## src/rtl/suq_pkg.sv

```systemverilog
// Shared types, constants and helpers for the sphere union query block.
// No dependencies; every other file of the block except suq_ram imports this package.
`timescale 1ns / 1ps

package suq_pkg;

	localparam int SUQ_MAX_SPHERES = 64;
	localparam int SUQ_NUM_DIMS    = 3;

	localparam int COORD_W  = 32;
	localparam int RAD_W    = 31;
	localparam int SQ_W     = 66;   // sum of three squared 32-bit magnitudes
	localparam int RADIC_W  = 72;   // radicand padded to an even bit count
	localparam int ROOT_W   = 36;
	localparam int SREM_W   = 38;
	localparam int NUM_W    = 64;
	localparam int STEP_W   = 7;
	localparam int SQRT_STEPS = ROOT_W;
	localparam int DIV_STEPS  = NUM_W;
	localparam int ENTRY_W  = 3 * COORD_W + RAD_W;

	localparam logic signed [SQ_W-1:0] SAT_HI = 66'sd2147483647;
	localparam logic signed [SQ_W-1:0] SAT_LO = -66'sd2147483648;

	typedef enum logic [1:0] {
		KIND_CLEAR = 2'd0,
		KIND_ADD   = 2'd1,
		KIND_QUERY = 2'd2,
		KIND_NOP   = 2'd3
	} kind_t;

	typedef enum logic [1:0] {
		ST_OK    = 2'd0,
		ST_EMPTY = 2'd1,
		ST_FULL  = 2'd2
	} status_t;

	typedef enum logic [3:0] {
		S_IDLE, S_EXEC, S_RD, S_LD, S_SQ, S_SI, S_SQRT, S_EVAL,
		S_BRD, S_BLD, S_PZ, S_DI, S_DIV, S_DF, S_FIN
	} state_t;

	// Commands from the controller to the datapath
	typedef struct packed {
		logic accept;
		logic exec;
		logic load_cur;
		logic sq_axis;
		logic sqrt_init;
		logic sqrt_step;
		logic eval;
		logic rd_best;
		logic load_best;
		logic proj_zero;
		logic div_init;
		logic div_step;
		logic div_fin;
		logic out_load;
	} cmd_t;

	// Status from the datapath to the controller
	typedef struct packed {
		kind_t kind;
		logic  empty;
		logic  last_axis;
		logic  last_idx;
		logic  sqrt_last;
		logic  div_last;
		logic  dist_zero;
	} sts_t;

	function automatic logic signed [COORD_W-1:0] sat32(input logic signed [SQ_W-1:0] v);
		logic signed [COORD_W-1:0] r;
		if (v > SAT_HI)
			r = 32'sh7fffffff;
		else if (v < SAT_LO)
			r = 32'sh80000000;
		else
			r = v[COORD_W-1:0];
		return r;
	endfunction

endpackage

```

## src/rtl/suq_ctrl.sv

```systemverilog
// Controller state machine: sequences clear, add, query and no-op items.
// Depends on suq_pkg; drives the command struct of suq_dp.
`timescale 1ns / 1ps

module suq_ctrl (
	input  logic          clk,
	input  logic          arst_n,
	input  logic          in_valid,
	output logic          in_stall,
	output logic          out_valid,
	input  logic          out_stall,
	input  suq_pkg::sts_t sts,
	output suq_pkg::cmd_t cmd
);
	import suq_pkg::*;

	state_t state_q, state_n;
	logic   out_valid_q;
	logic   out_free;

	assign out_free = !out_valid_q || !out_stall;

	// next state
	always_comb begin
		state_n = state_q;
		unique case (state_q)
			S_IDLE: if (in_valid) state_n = S_EXEC;
			S_EXEC: begin
				if (sts.kind == KIND_QUERY && !sts.empty)
					state_n = S_LD;
				else
					state_n = S_FIN;
			end
			S_RD:   state_n = S_LD;
			S_LD:   state_n = S_SQ;
			S_SQ:   if (sts.last_axis) state_n = S_SI;
			S_SI:   state_n = S_SQRT;
			S_SQRT: if (sts.sqrt_last) state_n = S_EVAL;
			S_EVAL: state_n = sts.last_idx ? S_BRD : S_RD;
			S_BRD:  state_n = S_BLD;
			S_BLD:  state_n = sts.dist_zero ? S_PZ : S_DI;
			S_PZ:   state_n = S_FIN;
			S_DI:   state_n = S_DIV;
			S_DIV:  if (sts.div_last) state_n = S_DF;
			S_DF:   state_n = sts.last_axis ? S_FIN : S_DI;
			S_FIN:  if (out_free) state_n = S_IDLE;
			default: state_n = S_IDLE;
		endcase
	end

	// command outputs
	always_comb begin
		cmd = '0;
		unique case (state_q)
			S_IDLE: cmd.accept    = in_valid;
			S_EXEC: cmd.exec      = 1'b1;
			S_LD:   cmd.load_cur  = 1'b1;
			S_SQ:   cmd.sq_axis   = 1'b1;
			S_SI:   cmd.sqrt_init = 1'b1;
			S_SQRT: cmd.sqrt_step = 1'b1;
			S_EVAL: cmd.eval      = 1'b1;
			S_BRD:  cmd.rd_best   = 1'b1;
			S_BLD:  cmd.load_best = 1'b1;
			S_PZ:   cmd.proj_zero = 1'b1;
			S_DI:   cmd.div_init  = 1'b1;
			S_DIV:  cmd.div_step  = 1'b1;
			S_DF:   cmd.div_fin   = 1'b1;
			S_FIN:  cmd.out_load  = out_free;
			default: cmd = '0;
		endcase
	end

	// hold state and result valid
	always_ff @(posedge clk or negedge arst_n) begin
		if (!arst_n) begin
			state_q     <= S_IDLE;
			out_valid_q <= 1'b0;
		end else begin
			state_q <= state_n;
			if (cmd.out_load)
				out_valid_q <= 1'b1;
			else if (!out_stall)
				out_valid_q <= 1'b0;
		end
	end

	assign in_stall  = (state_q != S_IDLE);
	assign out_valid = out_valid_q;

endmodule

```

## config.mk

```make
export PLATFORM = sky130hd
export DESIGN_NAME = suq_ctrl
export DESIGN_NICKNAME = d
export VERILOG_FILES = /design/src/rtl/suq_pkg.sv /design/src/rtl/suq_ctrl.sv
export SDC_FILE = /design/constraint.sdc
export NUM_CORES = 1
export LEC_CHECK = 0
export BUFFER_PORTS_ARGS = -buffer_cell sky130_fd_sc_hd__buf_2
export CAP_MARGIN = 20
export CORE_AREA = 2 2 39 41
export CTS_CLUSTER_DIAMETER = 80
export CTS_CLUSTER_SIZE = 24
export DETAILED_ROUTE_END_ITERATION = 16
export DIE_AREA = 0 0 41 43
export GPL_TIMING_DRIVEN = 0
export PLACE_DENSITY = 0.77
export SYNTH_ARGS = -nofsm -noshare
export SYNTH_HDL_FRONTEND = slang
export SYNTH_SLANG_ARGS = --single-unit
```

## constraint.sdc

```tcl
create_clock -name clk -period 1.86 [get_ports clk]
set_clock_uncertainty 0.1 [all_clocks]
set_input_delay 0.372 -clock clk [delete_from_list [all_inputs] [get_ports clk]]
set_output_delay 0.372 -clock clk [all_outputs]
set_load 0.02 [all_outputs]
```

======== After elaboration in Yosys (flattened, before gate mapping) ========
Index checks and enable logic that the tools add are counted.
operators by class
  equality and inequality tests ........... 21
  mux-type cells .......................... 26
  reductions and logical operators ........ 8
operators by type and width
  kind                count
  $pmux 4 s15         1
  $eq 4x4->1 const B  7
  $mux 4              7
  $mux 1              17
  $eq 4x3->1 const B  4
  $ne 2x2->1 const B  5
  $eq 4x2->1 const B  2
  $reduce_and 5->1    1
  $eq 4x1->1 const B  1
  $logic_not 4->1     1
  $reduce_bool 4->1   1
  $logic_not 1->1     3
  $mux 3              1
  $eq 2x2->1 const B  1
  $ne 2x1->1 const B  1
  $logic_and 1x1->1   1
  $logic_or 1x1->1    1
storage, ports and cells
  bits in registers ....................... 5
  input bits .............................. 12
  output and inout bits ................... 16
  logic and storage cells ................. 57

======== Logic depth before layout (Yosys ltp) ========
Gate-level depths: netlist of the first run.
  depth after elaboration ................. 4
  mapped depth ............................ 5
  gate-level depth less buffers ........... 4

======== Worst setup path after synthesis of the first run ========
No wires, ideal clock.
  path type ............................... reg-to-output
  start point ............................. register state_q[0]
  end point ............................... output cmd[0] (netlist bit)
  data arrival time ....................... 1.298 ns
  required time ........................... 1.388 ns
  setup slack ............................. 0.090 ns
  cell stages (with the launch flop) ...... 4
  path buffers ............................ 1
  cells stage by stage .................... dfrtp_1 > buf_2 > or3_1 > a21oi_1
RTL lines
  element                   RTL line        source
  start: declaration        suq_ctrl.sv:17  state_t state_q, state_n;
  start signal: assignment  suq_ctrl.sv:79  state_q <= state_n;
  end: declaration          suq_ctrl.sv:13  output suq_pkg::cmd_t cmd

==> flow_summary.yaml, run 1 <==
run_status:
  status: "completed"
worst_setup_path:
  slowest_stage: "dfrtp_1"
  cp_max_fo: 10
  crit_type: "flip-flop to primary output"
  max_stage_delay_ns: 0.42
  crit_required_ns: 1.39
  worstPathArrival_ns: 1.36
  crit_chain: "buf_4 -> inv_1 -> nand2_1 -> nor3_1 -> buf_4"
  crit_top_cell: "buf_4"
  crit_path_start_kind: "flip-flop"
  cp-end-kind: "primary output"
route:
  vias: 625
  drt_pass1_iterations: 4
  wl_per_cell_um: 13.1
  viasPerCell: 5.30
  antenna_left: 0
  drt_wl_total_um: 1550
  drc: 0
  drtIter0Drc: 12
global_routing:
  gr-usage-all-layers: 0.189
  antenna_found_initial: 0
  grt_pass1_vias: 583
  grt_pass1_wl_um: 2260
  grt_start_max_net_pins: 11
  grt.overflow.total: 0
floorplanning:
  core_mm2: 0.00138
  start_util: 0.338
  die_w_um: 41
  rows: 14
  die_area_mm2: 0.00176
  io_pins: 28
  die_h_um: 43
layout:
  mostFrequentLayoutCell: "buf_2"
  area_growth_pct: 58.3
  antennaDiodeCount: 0
  seqCellArea_um2: 128
  most-common-layout-cells: "buf_2, buf_4, nor2_1"
  drive_above_1_share: 0.490
  nNetsFinal: 115
  nFillCells: 142
  multiInputGateArea_um2: 319
synthesis:
  syn_area_per_cell_um2: 7.43
  synth_area_um2: 468
  yosysUniqueCellTypes: 27
  yosys-top-cells-area: "dfrtp_1, nor2_1, nand2_1, nor3_1, mux2_1"
  postSynthRegisterBits: 5
  synth_nets: 75
  yosysTopAreaCell: "dfrtp_1"
  synth_top_area_frac: 0.267
  synthCells: 63
  ys_warn_count: 0
  synth-seq-area-share: 0.267
pwr:
  ir_drop_v: 0.000724
  leakagePower_nw: 0.386
  swShare: 0.500
  pwr-share-comb: 0.720
  switching_power_w: 0.000643
  power_frac_seq: 0.183
  pwr-share-clk: 0.097
  power_density_mw_per_mm2: 1740
  power.internal_w: 0.000644
timing:
  worst_slack_ns: 0.0299
  fin_crit_ns: 1.83
  hold_viol_final: 0
  max_freq_mhz: 546
  setup_violations: 0
  worst_pin_slew_ns: 0.500
  rsz0062_at_grt: "true"
  slew_headroom: 0.662
  maxSlewViolCount: 0
  whs_ns: 0.297
  period_share: 0.984
clocking:
  cts.path.max_buffers: 2
  cts_root_buf: "clkbuf_4"
  cts_buffers: 3
  htreeDepth: 1
  clkTransAtPathRegs_ns: 0.04
  cts.sinks: 5
  cts_tree: "done"
  worstSkewPairLatency_ns: 0.24
worst_hold_path:
  hold_class: "primary input to flip-flop"
placed_design:
  dp_slack_ns: 0.0767
  gp_congestion: 0.794
  portBuffers: 27
  hpwl_um: 1050
job:
  max_cap_viol_count: 0
## power groups by stage
stage / logic, W / registers, W / clock network, W
after floorplan: 0.000568 / 0.000218 / 0
after global placement: 0.000752 / 0.000224 / 0
after detailed placement: 0.000756 / 0.000226 / 0
after CTS: 0.000895 / 0.000216 / 0.000131
after global routing: 0.00100 / 0.000242 / 0.000137
final: 0.000927 / 0.000235 / 0.000125
## synth_stat cells (all sizes together)
cell,count
a21oi,4
a221o,1
a311o,1
and2,1
and3,1
buf,4
dfrtp,5
inv,4
mux2,2
mux2i,2
nand2,8
nand2b,2
nand3,2
nor2,10
nor3,5
nor4b,1
o211ai,2
o21ai,2
o31a,2
o31ai,1
o32a,1
or3,1
or4,1
## final timing paths
path,startpoint,end,slack (ns),cells after the start
worst max-delay path,state_q[2]$_DFFE_PN0P_,cmd[6],0.03,5
worst min-delay path,sts[3],state_q[3]$_DFFE_PN0P_,0.30,2
worst max register to register,state_q[2]$_DFFE_PN0P_,state_q[2]$_DFFE_PN0P_,0.10,5
worst min register to register,out_valid$_DFFE_PN0P_,out_valid$_DFFE_PN0P_,0.52,2
max in group asynchronous,arst_n,state_q[3]$_DFFE_PN0P_,1.14,2
min in group asynchronous,arst_n,state_q[1]$_DFFE_PN0P_,0.38,2
## worst max-delay path, delay by kind of cell (launching register included)
| family | cells | cell delay [ns] |
|---|---|---|
| and+or+nand+nor | 2 | 0.26 |
| DFF | 1 | 0.42 |
| buffers and inverters | 3 | 0.44 |
## through the flow
step	TNS [ns]	utilization	area [um^2]	total power, W	std cells
2_1_floorplan	0	-	468	0.000785	63
3_3_place_gp	0	0.450	623	0.000976	106
3_5_place_dp	0	0.450	623	0.000982	106
4_1_cts	-0.0119	0.522	722	0.00124	117
5_1_grt	-0.140	0.535	741	0.00138	118
6_report	0	0.535	741	0.00129	118
## state kept, by name, summed over array words and instances, names as in the netlist
register,cells
state_q,4
out_valid,1
## timing repair
| item | in CTS | in global routing |
|---|---|---|
| setup buffers | 6 | 2 |
| hold buffers | 1 | 0 |
| endpoints found under the setup margin | 1 | 10 |
| gates resized for setup | 6 | 8 |
| gates cloned | 0 | 0 |
| endpoints found under the hold margin | 5 | 0 |
| pin swaps | 0 | 2 |
## cell families after synthesis
group / Yosys count / share of synthesized area
AOI/OAI and AO/OA: 14 / 0.241
DFF: 5 / 0.267
muxes: 4 / 0.0909
buffers and inverters: 8 / 0.0749
and+or+nand+nor: 32 / 0.326
## per-layer routing
metal	global-route usage	part of all wire	vias up
met5	0	0	-
met2	0.309	0.51	29
met1	0.218	0.40	286
li1	-	-	306
met4	0.140	0.026	0
met3	0.00524	0.063	4
## final cells by class
class	count	share of cell area
buffer	3	0.0270
clock buffer	4	0.0355
tap	16	0.0270
sequential	5	0.172
multi-input combinational	50	0.431
timing repair buffer	36	0.287
inverter	4	0.0203
(Power assumes the default switching activity.)
==> run 2, diff against run 1 <==
GPL_TIMING_DRIVEN = 1   (was 0)
clock period = 2.1 ns   (was 1.86 ns; I/O delays follow)
==> run 2 against run 1 <==
Against the previous run: power decreased by 20%; register-to-register slack better by 0.16 ns; first-iteration DRC count grew 17%; routed wire length shrank 20%; count of clock-buffer cells in the layout unchanged; cell count down 4.2%; clock power shrank 14%; sequential power decreased by 10%; flip-flop and latch count unchanged; die area unchanged; cell area down 7.3%; critical endpoint is now cmd[0]; largest power group unchanged; highest routed layer unchanged.
==> flow_summary.yaml, run 2 (synthesis results as in run 1) <==
run_status:
  status: "completed"
layout:
  area_growth_pct: 46.8
  nFillCells: 137
  antennaDiodeCount: 0
  final_cell_count_no_fill: 113
  nNetsFinal: 110
  most-common-layout-cells: "buf_2, nor2_1, nand2_1"
  largest_reg_flops: 4
  mostFrequentLayoutCell: "buf_2"
  utilization: 0.496
  drive_above_1_share: 0.423
  regMostFlops: "state_q"
timing:
  maxSlewViolCount: 0
  worst_pin_slew_ns: 0.416
  max_freq_mhz: 497
  worst_slack_ns: 0.0898
  slew_headroom: 0.719
  period_share: 0.957
  fin_tns_setup_ns: 0
  setup_violations: 0
  fin_crit_ns: 2.01
  hold_viol_final: 0
worst_setup_path:
  crit_type: "flip-flop to primary output"
  slowest_stage: "dfrtp_1"
  cp_max_fo: 7
  crit_required_ns: 1.58
  worstPathArrival_ns: 1.49
  rrSetupSlack_ns: 0.26
  cp-end-kind: "primary output"
  cp_num_buf_inv: 1
  crit_chain: "nand2_1 -> or3_1 -> a21oi_1 -> buf_2"
  critPathTopFamily: "simple AND/OR/NAND/NOR gates"
  max_stage_delay_ns: 0.44
  crit_path_start_kind: "flip-flop"
floorplanning:
  die_h_um: 43
  die_w_um: 41
  rows: 14
  die_area_mm2: 0.00176
  start_util: 0.338
  io_pins: 28
  core_mm2: 0.00138
placed_design:
  gp_congestion: 0.829
  hpwl_um: 992
  dp.cells: 106
  portBuffers: 27
  dp_slack_ns: 0.228
worst_hold_path:
  hold_class: "primary input to flip-flop"
pwr:
  p_total_w: 0.00103
  leakagePower_nw: 0.364
  ir_drop_v: 0.000745
  power_density_mw_per_mm2: 1500
route:
  drc: 0
  drtIter0Drc: 14
  wl_met2_um: 554
  drt_wl_total_um: 1240
  viasPerCell: 5.03
  wl_met3_um: 67
  wl_met1_um: 590
  vias: 568
  drt_pass1_iterations: 3
  antenna_left: 0
  wl_per_cell_um: 11.0
  dr.max_layer_used: "met4"
clocking:
  cts_buffers: 3
  cts_root_buf: "clkbuf_4"
  cts.sinks: 5
  cts_tree: "done"
  cts.path.max_buffers: 2
  clkTransAtPathRegs_ns: 0.04
  worstSkewPairLatency_ns: 0.24
  htreeDepth: 1
global_routing:
  antenna_found_initial: 0
  grt_start_max_net_pins: 14
  grt_pass1_wl_um: 1900
  grt_pass1_vias: 463
  gr-usage-all-layers: 0.159
  grt.overflow.total: 0
job:
  max_cap_viol_count: 0
run 2: path summary, 6_finish.rpt:
| check | end | depth (start not counted) | start |
|---|---|---|---|
| min in group asynchronous | state_q[0]$_DFFE_PN0P_ | 2 | arst_n |
| worst min register to register | out_valid$_DFFE_PN0P_ | 2 | state_q[0]$_DFFE_PN0P_ |
| worst min-delay path | state_q[3]$_DFFE_PN0P_ | 2 | sts[3] |
| worst max-delay path | cmd[0] | 4 | state_q[3]$_DFFE_PN0P_ |
| worst max register to register | state_q[2]$_DFFE_PN0P_ | 5 | state_q[3]$_DFFE_PN0P_ |
| max in group asynchronous | state_q[2]$_DFFE_PN0P_ | 2 | arst_n |
run 2: stage by stage:
step	hold WS [ns]	cell area, um^2
after floorplan	0.0244	468
after global routing	0.371	687
final	0.361	687
after detailed placement	0.137	633
after global placement	0.137	633
after CTS	0.351	671
run 2: final cells by class:
type | count | area, um^2 | share of cell area
Multi-Input combinational cell | 50 | 308 | 0.448
Timing Repair Buffer | 34 | 190 | 0.277
Inverter | 4 | 15.0 | 0.0219
Tap cell | 16 | 20.0 | 0.0291
Sequential cell | 5 | 128 | 0.186
Clock buffer | 4 | 26.3 | 0.0383
run 2: power by group:
part | total (W) | internal [W] | switching [W]
sequential | 0.000211 | 0.000147 | 0.0000634
clock | 0.000107 | 0.0000716 | 0.0000356
combinational | 0.000715 | 0.000294 | 0.000421
run 2: timing repair:
item,4_1_cts,5_1_grt
pin swaps,0,0
setup buffers,0,2
hold endpoints to repair,5,0
endpoints found under the setup margin,1,1
hold buffers,1,0
gates resized for setup,1,1
run 2: metal layers:
metal	global-route usage	vias to the layer above
met1	0.208	252
li1	-	294
met2	0.238	18
met3	0.0157	4
met4	0.100	0
met5	0	-
